`src/rtl/apt_pkg.sv`:
```
`timescale 1ns / 1ps
// ----------------------------------------------------------------------------
// apt_pkg
// Types and constants shared by the animation phase timeline and its checker.
// ----------------------------------------------------------------------------
package apt_pkg;

    localparam int PROGRESS_BITS = 16;
    localparam int RAW_W         = PROGRESS_BITS + 1;
    localparam int PROG_W        = 17;
    localparam int DELAY_W       = 25;
    localparam int ACC_W         = 40;
    localparam int DUR_W         = 24;
    localparam int SPAN_W        = DUR_W + 8;
    localparam int DELTA_W       = 16;
    localparam int RATE_W        = 16;
    localparam int PROD_W        = DELTA_W + RATE_W;
    localparam int CNT_W         = $clog2(ACC_W);
    localparam int CFG_IDX_W     = 2;
    localparam int CFG_DATA_W    = 24;

    localparam logic [RAW_W-1:0] FULL_SCALE = {1'b1, {PROGRESS_BITS{1'b0}}};

    localparam logic [2:0] OP_TICK    = 3'd0;
    localparam logic [2:0] OP_PLAY    = 3'd1;
    localparam logic [2:0] OP_PAUSE   = 3'd2;
    localparam logic [2:0] OP_RESUME  = 3'd3;
    localparam logic [2:0] OP_STOP    = 3'd4;
    localparam logic [2:0] OP_RESTART = 3'd5;

    localparam logic [1:0] LOOP_ONCE     = 2'd0;
    localparam logic [1:0] LOOP_REPEAT   = 2'd1;
    localparam logic [1:0] LOOP_PINGPONG = 2'd2;

    localparam logic [CFG_IDX_W-1:0] REG_START_DELAY  = 2'd0;
    localparam logic [CFG_IDX_W-1:0] REG_RUN_DURATION = 2'd1;
    localparam logic [CFG_IDX_W-1:0] REG_RATE_Q8      = 2'd2;
    localparam logic [CFG_IDX_W-1:0] REG_LOOP_KIND    = 2'd3;

    typedef enum logic [1:0] {
        RS_IDLE    = 2'd0,
        RS_PLAYING = 2'd1,
        RS_PAUSED  = 2'd2,
        RS_DONE    = 2'd3
    } run_state_t;

    typedef enum logic [2:0] {
        SQ_IDLE,
        SQ_DECODE,
        SQ_ACCUM,
        SQ_MOD,
        SQ_DIV,
        SQ_FINISH,
        SQ_WRITE
    } seq_state_t;

    typedef struct packed {
        logic [2:0]         op;
        logic [DELTA_W-1:0] delta_time;
        logic               owner_alive;
    } cmd_item_t;

    typedef struct packed {
        logic [PROG_W-1:0] progress;
        logic              update_fired;
        logic              start_event;
        logic              complete_event;
        logic [1:0]        run_status;
    } rsp_item_t;

endpackage

```
`src/rtl/animation_phase_timeline.sv`:
```
`timescale 1ns / 1ps
// ----------------------------------------------------------------------------
// animation_phase_timeline
// Normalised ramp generator (Q1.16 progress) with once, loop and ping-pong.
//
// Usage:
//   cmd (valid/ready) carries one request: tick, play, pause, resume, stop
//   or restart. Every request yields exactly one rsp (valid/ready) item with
//   progress, the event flags and the run status after the request.
//   cfg_wen/cfg_idx/cfg_wdata write start_delay, run_duration, rate_q8 and
//   loop_kind; write them only while no request is in flight.
//   One request at a time passes a small sequencer around a shared
//   restoring subtract/compare unit:
//     commands and ignored ticks : straight from decode to write-back
//     zero duration or end, once : no divide
//     playing tick, no wrap      : 16 quotient steps
//     playing tick with wrap     : 40 remainder steps, then 16 quotient steps
//   cmd_ready returns as the result is loaded into the rsp register, so a
//   stalled receiver holds only the last result; the next request is worked
//   on meanwhile and waits before write-back.
//   Reset: idle, counters clear, rate 1.0, once mode, zero delay/duration.
// ----------------------------------------------------------------------------
module animation_phase_timeline
    import apt_pkg::*;
(
    input  logic                  clk,
    input  logic                  rst_n,
    input  logic                  cmd_valid,
    output logic                  cmd_ready,
    input  cmd_item_t             cmd,
    output logic                  rsp_valid,
    input  logic                  rsp_ready,
    output rsp_item_t             rsp,
    input  logic                  cfg_wen,
    input  logic [CFG_IDX_W-1:0]  cfg_idx,
    input  logic [CFG_DATA_W-1:0] cfg_wdata
);

    seq_state_t              seq_reg, seq_next;

    logic [DUR_W-1:0]        start_delay_reg, start_delay_next;
    logic [DUR_W-1:0]        run_duration_reg, run_duration_next;
    logic [RATE_W-1:0]       rate_q8_reg, rate_q8_next;
    logic [1:0]              loop_kind_reg, loop_kind_next;

    run_state_t              run_state_reg, run_state_next;
    logic [DELAY_W-1:0]      delay_count_reg, delay_count_next;
    logic [ACC_W-1:0]        elapsed_acc_reg, elapsed_acc_next;
    logic                    direction_flip_reg, direction_flip_next;
    logic                    start_done_reg, start_done_next;

    logic [2:0]              op_reg, op_next;
    logic [DELTA_W-1:0]      delta_reg, delta_next;
    logic                    alive_reg, alive_next;

    logic [PROD_W-1:0]       prod_reg, prod_next;
    logic [SPAN_W-1:0]       rem_reg, rem_next;
    logic [ACC_W-1:0]        dividend_reg, dividend_next;
    logic [PROGRESS_BITS-1:0] quo_reg, quo_next;
    logic [CNT_W-1:0]        cnt_reg, cnt_next;
    logic                    full_reg, full_next;
    logic [RAW_W-1:0]        prog_reg, prog_next;
    logic                    upd_reg, upd_next;
    logic                    started_reg, started_next;
    logic                    completed_reg, completed_next;

    rsp_item_t               rsp_reg, rsp_next;
    logic                    rsp_valid_reg, rsp_valid_next;

    logic                    rate_neg;
    logic [RATE_W-1:0]       rate_mag;
    logic [DELAY_W:0]        delay_sum;
    logic [DELAY_W-1:0]      delay_sat;
    logic                    delay_reached;
    logic                    tick_live;
    logic                    go_accum;
    logic [ACC_W:0]          acc_sum;
    logic [ACC_W-1:0]        acc_sat;
    logic [SPAN_W-1:0]       span;
    logic                    span_zero;
    logic                    wraps;
    logic                    acc_over;
    logic                    step_bit;
    logic [SPAN_W:0]         step_t;
    logic                    step_ge;
    logic [SPAN_W-1:0]       step_r;
    logic                    cnt_zero;
    logic                    rsp_free;
    logic [RAW_W-1:0]        raw;

    assign rate_neg      = rate_q8_reg[RATE_W-1];
    assign rate_mag      = rate_neg ? (~rate_q8_reg + 1'b1) : rate_q8_reg;
    assign delay_sum     = {1'b0, delay_count_reg} + {{(DELAY_W+1-DELTA_W){1'b0}}, delta_reg};
    assign delay_sat     = delay_sum[DELAY_W] ? {DELAY_W{1'b1}} : delay_sum[DELAY_W-1:0];
    assign delay_reached = delay_sat >= {{(DELAY_W-DUR_W){1'b0}}, start_delay_reg};
    assign tick_live     = (op_reg == OP_TICK) && (run_state_reg == RS_PLAYING) && alive_reg;
    assign go_accum      = tick_live && (start_done_reg || delay_reached);
    assign acc_sum       = {1'b0, elapsed_acc_reg} + {{(ACC_W+1-PROD_W){1'b0}}, prod_reg};
    assign acc_sat       = acc_sum[ACC_W] ? {ACC_W{1'b1}} : acc_sum[ACC_W-1:0];
    assign span          = {run_duration_reg, 8'd0};
    assign span_zero     = (run_duration_reg == '0);
    assign wraps         = (loop_kind_reg == LOOP_REPEAT) || (loop_kind_reg == LOOP_PINGPONG);
    assign acc_over      = acc_sat >= {{(ACC_W-SPAN_W){1'b0}}, span};
    assign cnt_zero      = (cnt_reg == '0);
    assign rsp_free      = !rsp_valid_reg || rsp_ready;

    // shared restoring step: remainder steps feed dividend bits, quotient steps feed zeros
    assign step_bit = (seq_reg == SQ_MOD) ? dividend_reg[ACC_W-1] : 1'b0;
    assign step_t   = {rem_reg, step_bit};
    assign step_ge  = step_t >= {1'b0, span};
    assign step_r   = step_ge ? SPAN_W'(step_t - {1'b0, span}) : step_t[SPAN_W-1:0];

    assign raw = full_reg ? FULL_SCALE : {1'b0, quo_reg};

    assign cmd_ready = (seq_reg == SQ_IDLE);
    assign rsp_valid = rsp_valid_reg;
    assign rsp       = rsp_reg;

    always_comb
    begin
        seq_next = seq_reg;
        case (seq_reg)
            SQ_IDLE:
            begin
                if (cmd_valid)
                    seq_next = SQ_DECODE;
            end
            SQ_DECODE: seq_next = go_accum ? SQ_ACCUM : SQ_WRITE;
            SQ_ACCUM:
            begin
                if (span_zero)
                    seq_next = SQ_FINISH;
                else if (acc_over)
                    seq_next = wraps ? SQ_MOD : SQ_FINISH;
                else
                    seq_next = SQ_DIV;
            end
            SQ_MOD:
            begin
                if (cnt_zero)
                    seq_next = SQ_DIV;
            end
            SQ_DIV:
            begin
                if (cnt_zero)
                    seq_next = SQ_FINISH;
            end
            SQ_FINISH: seq_next = SQ_WRITE;
            SQ_WRITE:
            begin
                if (rsp_free)
                    seq_next = SQ_IDLE;
            end
            default: seq_next = SQ_IDLE;
        endcase
    end

    always_comb
    begin
        start_delay_next    = start_delay_reg;
        run_duration_next   = run_duration_reg;
        rate_q8_next        = rate_q8_reg;
        loop_kind_next      = loop_kind_reg;
        run_state_next      = run_state_reg;
        delay_count_next    = delay_count_reg;
        elapsed_acc_next    = elapsed_acc_reg;
        direction_flip_next = direction_flip_reg;
        start_done_next     = start_done_reg;
        op_next             = op_reg;
        delta_next          = delta_reg;
        alive_next          = alive_reg;
        prod_next           = prod_reg;
        rem_next            = rem_reg;
        dividend_next       = dividend_reg;
        quo_next            = quo_reg;
        cnt_next            = cnt_reg;
        full_next           = full_reg;
        prog_next           = prog_reg;
        upd_next            = upd_reg;
        started_next        = started_reg;
        completed_next      = completed_reg;
        rsp_next            = rsp_reg;
        rsp_valid_next      = rsp_valid_reg && !rsp_ready;

        if (cfg_wen)
        begin
            case (cfg_idx)
                REG_START_DELAY:  start_delay_next  = cfg_wdata[DUR_W-1:0];
                REG_RUN_DURATION: run_duration_next = cfg_wdata[DUR_W-1:0];
                REG_RATE_Q8:      rate_q8_next      = cfg_wdata[RATE_W-1:0];
                REG_LOOP_KIND:    loop_kind_next    = cfg_wdata[1:0];
                default: ;
            endcase
        end

        case (seq_reg)
            SQ_IDLE:
            begin
                if (cmd_valid)
                begin
                    op_next        = cmd.op;
                    delta_next     = cmd.delta_time;
                    alive_next     = cmd.owner_alive;
                    full_next      = 1'b0;
                    prog_next      = '0;
                    upd_next       = 1'b0;
                    started_next   = 1'b0;
                    completed_next = 1'b0;
                end
            end
            SQ_DECODE:
            begin
                prod_next = PROD_W'(delta_reg) * PROD_W'(rate_mag);
                case (op_reg)
                    OP_PLAY, OP_RESTART, OP_STOP:
                    begin
                        delay_count_next    = '0;
                        elapsed_acc_next    = '0;
                        direction_flip_next = 1'b0;
                        start_done_next     = 1'b0;
                        run_state_next      = (op_reg == OP_STOP) ? RS_IDLE : RS_PLAYING;
                    end
                    OP_PAUSE:
                    begin
                        if (run_state_reg == RS_PLAYING)
                            run_state_next = RS_PAUSED;
                    end
                    OP_RESUME:
                    begin
                        if (run_state_reg == RS_PAUSED)
                            run_state_next = RS_PLAYING;
                    end
                    OP_TICK:
                    begin
                        if (run_state_reg == RS_PLAYING)
                        begin
                            if (!alive_reg)
                            begin
                                delay_count_next    = '0;
                                elapsed_acc_next    = '0;
                                direction_flip_next = 1'b0;
                                start_done_next     = 1'b0;
                                run_state_next      = RS_IDLE;
                            end
                            else if (!start_done_reg)
                            begin
                                delay_count_next = delay_sat;
                                if (delay_reached)
                                begin
                                    start_done_next = 1'b1;
                                    started_next    = 1'b1;
                                end
                            end
                        end
                    end
                    default: ;
                endcase
            end
            SQ_ACCUM:
            begin
                if (span_zero)
                begin
                    elapsed_acc_next = '0;
                    full_next        = 1'b1;
                    if (loop_kind_reg == LOOP_PINGPONG)
                        direction_flip_next = !direction_flip_reg;
                    else if (loop_kind_reg != LOOP_REPEAT)
                    begin
                        run_state_next = RS_DONE;
                        completed_next = 1'b1;
                    end
                end
                else if (acc_over && !wraps)
                begin
                    elapsed_acc_next = acc_sat;
                    full_next        = 1'b1;
                    run_state_next   = RS_DONE;
                    completed_next   = 1'b1;
                end
                else if (acc_over)
                begin
                    dividend_next = acc_sat;
                    rem_next      = '0;
                    cnt_next      = CNT_W'(ACC_W - 1);
                    if (loop_kind_reg == LOOP_PINGPONG)
                        direction_flip_next = !direction_flip_reg;
                end
                else
                begin
                    elapsed_acc_next = acc_sat;
                    rem_next         = acc_sat[SPAN_W-1:0];
                    cnt_next         = CNT_W'(PROGRESS_BITS - 1);
                    quo_next         = '0;
                end
            end
            SQ_MOD:
            begin
                rem_next      = step_r;
                dividend_next = {dividend_reg[ACC_W-2:0], 1'b0};
                cnt_next      = cnt_reg - 1'b1;
                if (cnt_zero)
                begin
                    elapsed_acc_next = {{(ACC_W-SPAN_W){1'b0}}, step_r};
                    cnt_next         = CNT_W'(PROGRESS_BITS - 1);
                    quo_next         = '0;
                end
            end
            SQ_DIV:
            begin
                rem_next = step_r;
                quo_next = {quo_reg[PROGRESS_BITS-2:0], step_ge};
                cnt_next = cnt_reg - 1'b1;
            end
            SQ_FINISH:
            begin
                upd_next  = 1'b1;
                prog_next = (rate_neg != direction_flip_reg) ? (FULL_SCALE - raw) : raw;
            end
            SQ_WRITE:
            begin
                if (rsp_free)
                begin
                    rsp_valid_next          = 1'b1;
                    rsp_next.progress       = PROG_W'(prog_reg);
                    rsp_next.update_fired   = upd_reg;
                    rsp_next.start_event    = started_reg;
                    rsp_next.complete_event = completed_reg;
                    rsp_next.run_status     = run_state_reg;
                end
            end
            default: ;
        endcase
    end

    always_ff @(posedge clk or negedge rst_n)
    begin
        if (!rst_n)
        begin
            seq_reg            <= SQ_IDLE;
            start_delay_reg    <= '0;
            run_duration_reg   <= '0;
            rate_q8_reg        <= RATE_W'(256);
            loop_kind_reg      <= LOOP_ONCE;
            run_state_reg      <= RS_IDLE;
            delay_count_reg    <= '0;
            elapsed_acc_reg    <= '0;
            direction_flip_reg <= 1'b0;
            start_done_reg     <= 1'b0;
            rsp_valid_reg      <= 1'b0;
        end
        else
        begin
            seq_reg            <= seq_next;
            start_delay_reg    <= start_delay_next;
            run_duration_reg   <= run_duration_next;
            rate_q8_reg        <= rate_q8_next;
            loop_kind_reg      <= loop_kind_next;
            run_state_reg      <= run_state_next;
            delay_count_reg    <= delay_count_next;
            elapsed_acc_reg    <= elapsed_acc_next;
            direction_flip_reg <= direction_flip_next;
            start_done_reg     <= start_done_next;
            rsp_valid_reg      <= rsp_valid_next;
        end
    end

    always_ff @(posedge clk)
    begin
        op_reg        <= op_next;
        delta_reg     <= delta_next;
        alive_reg     <= alive_next;
        prod_reg      <= prod_next;
        rem_reg       <= rem_next;
        dividend_reg  <= dividend_next;
        quo_reg       <= quo_next;
        cnt_reg       <= cnt_next;
        full_reg      <= full_next;
        prog_reg      <= prog_next;
        upd_reg       <= upd_next;
        started_reg   <= started_next;
        completed_reg <= completed_next;
        rsp_reg       <= rsp_next;
    end

endmodule

```
`config.mk`:
```
export PLATFORM = sky130hd
export DESIGN_NAME = animation_phase_timeline
export DESIGN_NICKNAME = d
export VERILOG_FILES = /design/src/rtl/apt_pkg.sv /design/src/rtl/animation_phase_timeline.sv
export SDC_FILE = /design/constraint.sdc
export NUM_CORES = 1
export LEC_CHECK = 0
export BUFFER_PORTS_ARGS = -buffer_cell sky130_fd_sc_hd__buf_2
export CAP_MARGIN = 20
export CORE_AREA = 2 2 286 288
export CTS_BUF_LIST = sky130_fd_sc_hd__clkbuf_4 sky130_fd_sc_hd__clkbuf_8 sky130_fd_sc_hd__clkbuf_16
export DETAILED_ROUTE_END_ITERATION = 7
export DIE_AREA = 0 0 288 290
export PLACE_DENSITY_LB_ADDON = 0.05
export SYNTH_ARGS = -nofsm -noshare
export SYNTH_HDL_FRONTEND = slang
export SYNTH_SLANG_ARGS = --single-unit
```
`constraint.sdc`:
```
create_clock -name clk -period 22.5 [get_ports clk]
set_clock_uncertainty 0.05 [all_clocks]
set_input_delay 3.375 -clock clk [delete_from_list [all_inputs] [get_ports clk]]
set_output_delay 3.375 -clock clk [all_outputs]
set_load 0.01 [all_outputs]
```
# == Word-level counts from Yosys, hierarchy flattened ==
# Index checks and enable logic that the tools add are counted.
# word_totals
in_bits,51
reg_bits,328
out_inout_bits,24
word_cells,224
# classes
n_lt_le_gt_ge,3
reduce_logical,48
bitwise,1
eq_ne,47
n_mux,89
add_sub_neg,6
mul,1
# ops
operator,count
two-way mux 40 bit,10
case mux 40 bit (2 select lines),2
two-way mux 32 bit,4
case mux 40 bit (3 select lines),1
two-way mux 25 bit,4
two-way mux 16 bit,5
case mux 32 bit (2 select lines),1
two-way mux 17 bit,3
case mux 25 bit (2 select lines),1
case mux 16 bit (3 select lines),1
adder 40 x 32 -> 41 bit,1
>= comparator 40 x 32 -> 1 bit,1
case mux 17 bit (2 select lines),1
>= comparator 33 x 32 -> 1 bit,1
multiplier 16 x 16 -> 32 bit,1
subtractor 32 bit,1
inequality test 3 bit (second input constant),10
adder 25 x 16 -> 26 bit,1
inequality test 2 bit (second input constant),13
>= comparator 25 x 24 -> 1 bit,1
two-way mux 1 bit,25
zero test 24 bit,1
two-way mux 3 bit,8
two-way mux 6 bit,4
other kinds (37),94

# == Logic depth before layout (Yosys ltp) ==
# logic_depth
word_depth,9
depth_mapped,35
depth_no_buf,33

# == Least setup slack after synthesis ==
# No wires, ideal clock.
# synth_path
path_type,register to register
start,register rate_q8_reg[0]
end,"register prod_reg[31], data pin"
path_slack_ns,14.630
stages_incl_launch_ff,30
synth_period_minus_slack_ns,7.870
setup_ns,0.260
t_required_ns,22.190
t_arrival_ns,7.560
n_path_buf,2
path_cell_list,dfrtp_1 clkbuf_1 nor3_1 nand2_1 or3_1 nand2b_1 nor4b_1 clkbuf_1 nand2_1 fa_1 fa_1 inv_1 fa_1 fa_1 fa_1 inv_1 fa_1 inv_1 ha_1 a21o_1 a21o_1 a21oi_1 o211ai_1 a41oi_1 a21oi_1 a211o_1 a21oi_1 o21bai_1 a21oi_1 xnor2_1
# synth_via
elab_chain_cells,4
# synth_lines
item,line_no,text
"start, declared",animation_phase_timeline.sv:43,"logic [RATE_W-1:0] rate_q8_reg, rate_q8_next;"
"start signal, assigned",animation_phase_timeline.sv:356,rate_q8_reg <= rate_q8_next;
NOT 16 bit,animation_phase_timeline.sv:92,assign rate_mag = rate_neg ? (~rate_q8_reg + 1'b1) : rate_q8_reg;
adder 16 x 1 -> 16 bit,animation_phase_timeline.sv:92,
two-way mux 16 bit (*),animation_phase_timeline.sv:92,
multiplier 16 x 16 -> 32 bit (*),animation_phase_timeline.sv:213,prod_next = PROD_W'(delta_reg) * PROD_W'(rate_mag);
"end signal, assigned",animation_phase_timeline.sv:372,prod_reg <= prod_next;
"end, declared",animation_phase_timeline.sv:56,"logic [PROD_W-1:0] prod_reg, prod_next;"
# Mark *: on every way between the ends. The rest lies on a longest branch, timed or not.
# A chain may end at the register's enable or synchronous reset.

# == Final worst setup path ==
# Ends and elaborated chain as after synthesis.

==> results.tsv <==
stage	metric	value	unit
status	run status	completed	
setup_path	WP data required	22.73	ns
worst_hold_path	Hold Crit Class	reg -> reg	
floorplan	Core Area	0.0802	mm2
clock_tree	Num CTS Buffers	41	
synthesis	FFs w/ async S/R, synth	42.4	%
clock_tree	clk sinks	328	
timing	fin crit share	38.0	%
layout	Final Net Count	3449	
timing	Max Freq	117	MHz
timing	Hold WS	0.368	ns
synthesis	Synth cell types	82	
synthesis	EDFF count, synth	189	
setup_path	Most common cell on crit path	fa_1	
clock_tree	cts repair resizes	0	
layout	Reg area	0.00916	mm2
layout	final core occ	38.7	%
floorplan	die height	290	um
clock_tree	maximum root-to-sink buffer count	3	
global_routing	vias in the first global route	21800	
floorplan	floorplan row count	104	
layout	layout overhead on the synthesized area	10.9	%
clock_tree	CTS tree	yes	
setup_path	largest fanout on the critical path	18	
drt	DR pass1 iterations	5	
drt	drt wl/cell	20.8	um
drt	drt drc	0	
timing	RSZ-0062 raised after global routing	false	
synthesis	syn_area_per_cell	9.58	um2
placement	DP HPWL	65200	um
synthesis	ys flop type	edfxtp_1	
floorplan	Die Width	288	um
setup_path	slowest cell delay on critical path	0.59	ns
synthesis	Syn Inst Count	2922	
timing	relative slew slack	28.4	%
clock_tree	CTS Root Buffer Type	clkbuf_16	
drt	Vias	21100	
layout	Filler cells	8081	
drt	post-detailed-route count of antenna-violating nets	0	
clock_tree	Clock Latency Late Sink	0.59	ns
setup_path	slowest CP cell	dfrtp_1	
global_routing	pin count of the biggest net entering global routing	91	
global_routing	all-layer global routing usage	20.4	%
synthesis	sequential cell area fraction in the yosys report	32.7	%
drt	via/cell ratio	5.20	
timing	setup TNS	0	ns
setup_path	CP Data Arrival Time	8.79	ns
clock_tree	CTS clk-pin slew, worst paths	0.06	ns
layout	ANT cells	0	
timing	final number of hold-violating endpoints	0	
clock_tree	hold_buf cts	0	
layout	multi-input logic area	0.0171	mm2
synthesis	count of state elements after synthesis	328	
global_routing	Remaining Overflow, GRT	0	
synthesis	Mapped Area	0.0280	mm2
flow_run	MaxCap Viol Count	0	
global_routing	first-pass GRT wire length	131000	um
setup_path	WS Path Type	reg -> reg	
timing	fin crit period	8.56	ns
drt	DRT iter0 DRCs	1302	
placement	Port Buffers	74	
synthesis	syn nets	3400	
floorplan	Die ar.	0.0835	mm2
synthesis	synth warn	0	
floorplan	# IOs	75	
timing	fin. max-slew vios	0	
timing	Worst-Margin Slew	1.07	ns
setup_path	Worst setup SP type	register	
clock_tree	Setup Buffers After CTS	0	
timing	final setup fails	0	
drt	Post-Route WL	84400	um
setup_path	Setup crit end kind	register	
floorplan	Initial Utilization	34.9	%
clock_tree	H-tree lvl count	2	
placement	gpl congestion	0.856	
global_routing	initial antenna violation count	2	
layout	share of post-route cells with drive strength above 1	9.42	%
[critical path: cells and delay by family (launching register included)]
kind | cells | cell delay, ns
fa+ha+maj | 8 | 3.66
buf+inv | 5 | 0.58
xor+xnor | 2 | 0.29
flops | 1 | 0.59
compound gates | 11 | 2.25
simple gates | 6 | 0.83
[final timing paths]
kind,end,startpoint,slack (ns),cells after the start
max,prod_reg[31],rate_q8_reg[0],13.94,32
min,rsp[17],prog_reg[12],0.37,0
max reg2reg,prod_reg[31],rate_q8_reg[0],13.94,32
min reg2reg,rsp[17],prog_reg[12],0.37,0
max in group asynchronous,elapsed_acc_reg[16],rst_n,18.17,2
min in group asynchronous,start_delay_reg[10],rst_n,2.80,1
[synth_stat cells (32+ instances only)]
cell      count  share of area (%)
nand4_1      39               0.87
nand2_1     321                4.3
mux2_2       51                2.1
ha_1        230                 10
nor2b_1      32               0.72
nand3_1      35               0.63
a21oi_1     148                2.6
o21ai_0     119                2.1
dfrtp_1     138                 12
inv_1       343                4.6
clkbuf_1     96                1.3
xor2_1       35                1.1
fa_1        197                 14
nor3_1       40               0.72
edfxtp_1    189                 20
xnor2_1      88                2.8
a21o_1       51                1.4
and2_1      153                3.4
nor2_1      198                2.7
[layout by cell type (no fill, tap or decap), types with 39 or more instances in the layout]
cell       count
a21o_1        51
a21oi_1      148
and2_1       153
buf_2         73
buf_4         45
clkbuf_16     42
dfrtp_1      138
edfxtp_1     189
fa_1         197
ha_1         230
inv_1        343
mux2_2        51
nand2_1      319
nand4_1       39
nor2_1       196
nor3_1        39
o21ai_0      118
xnor2_1       87
[cell families after synthesis]
logic type	share of synthesized area, %
fa+ha+maj	24.4
flops	32.7
buf+inv	6.27
mux	3.85
compound gates	12.7
xor+xnor	3.85
simple gates	16.2
[per-layer routing]
| metal | vias up | GRT usage (%) | wire length [um] | share of wire [%] |
|---|---|---|---|---|
| li1 | 10100 | - | - | - |
| met1 | 10400 | 28.6 | 39400 | 47 |
| met2 | 481 | 32.7 | 38900 | 46 |
| met3 | 140 | 2.24 | 3150 | 3.7 |
| met4 | 0 | 6.90 | 2910 | 3.4 |
| met5 | - | 0 | 0 | 0 |
[stage by stage]
step	worst slack [ns]	std cells	instance area [um2]
finish	13.94	4064	31000
CTS	13.50	4060	31000
global route	13.35	4064	31000
global placement	13.64	3984	29600
detailed placement	13.58	3984	29600
floorplan	14.63	2922	28000
[layout make-up]
cell class                      instances  share of cell area [%]
Timing Repair Buffer                  121                    2.40
Clock inverter                         23                   0.637
Clock buffer                           53                    3.76
Inverter                              343                    4.15
Multi-Input combinational cell       2136                    55.3
Sequential cell                       328                    29.5
Tap cell                             1060                    4.28
Power is not shown: default switching activity piles up to over one toggle a cycle in this logic, so the estimate is an artifact.
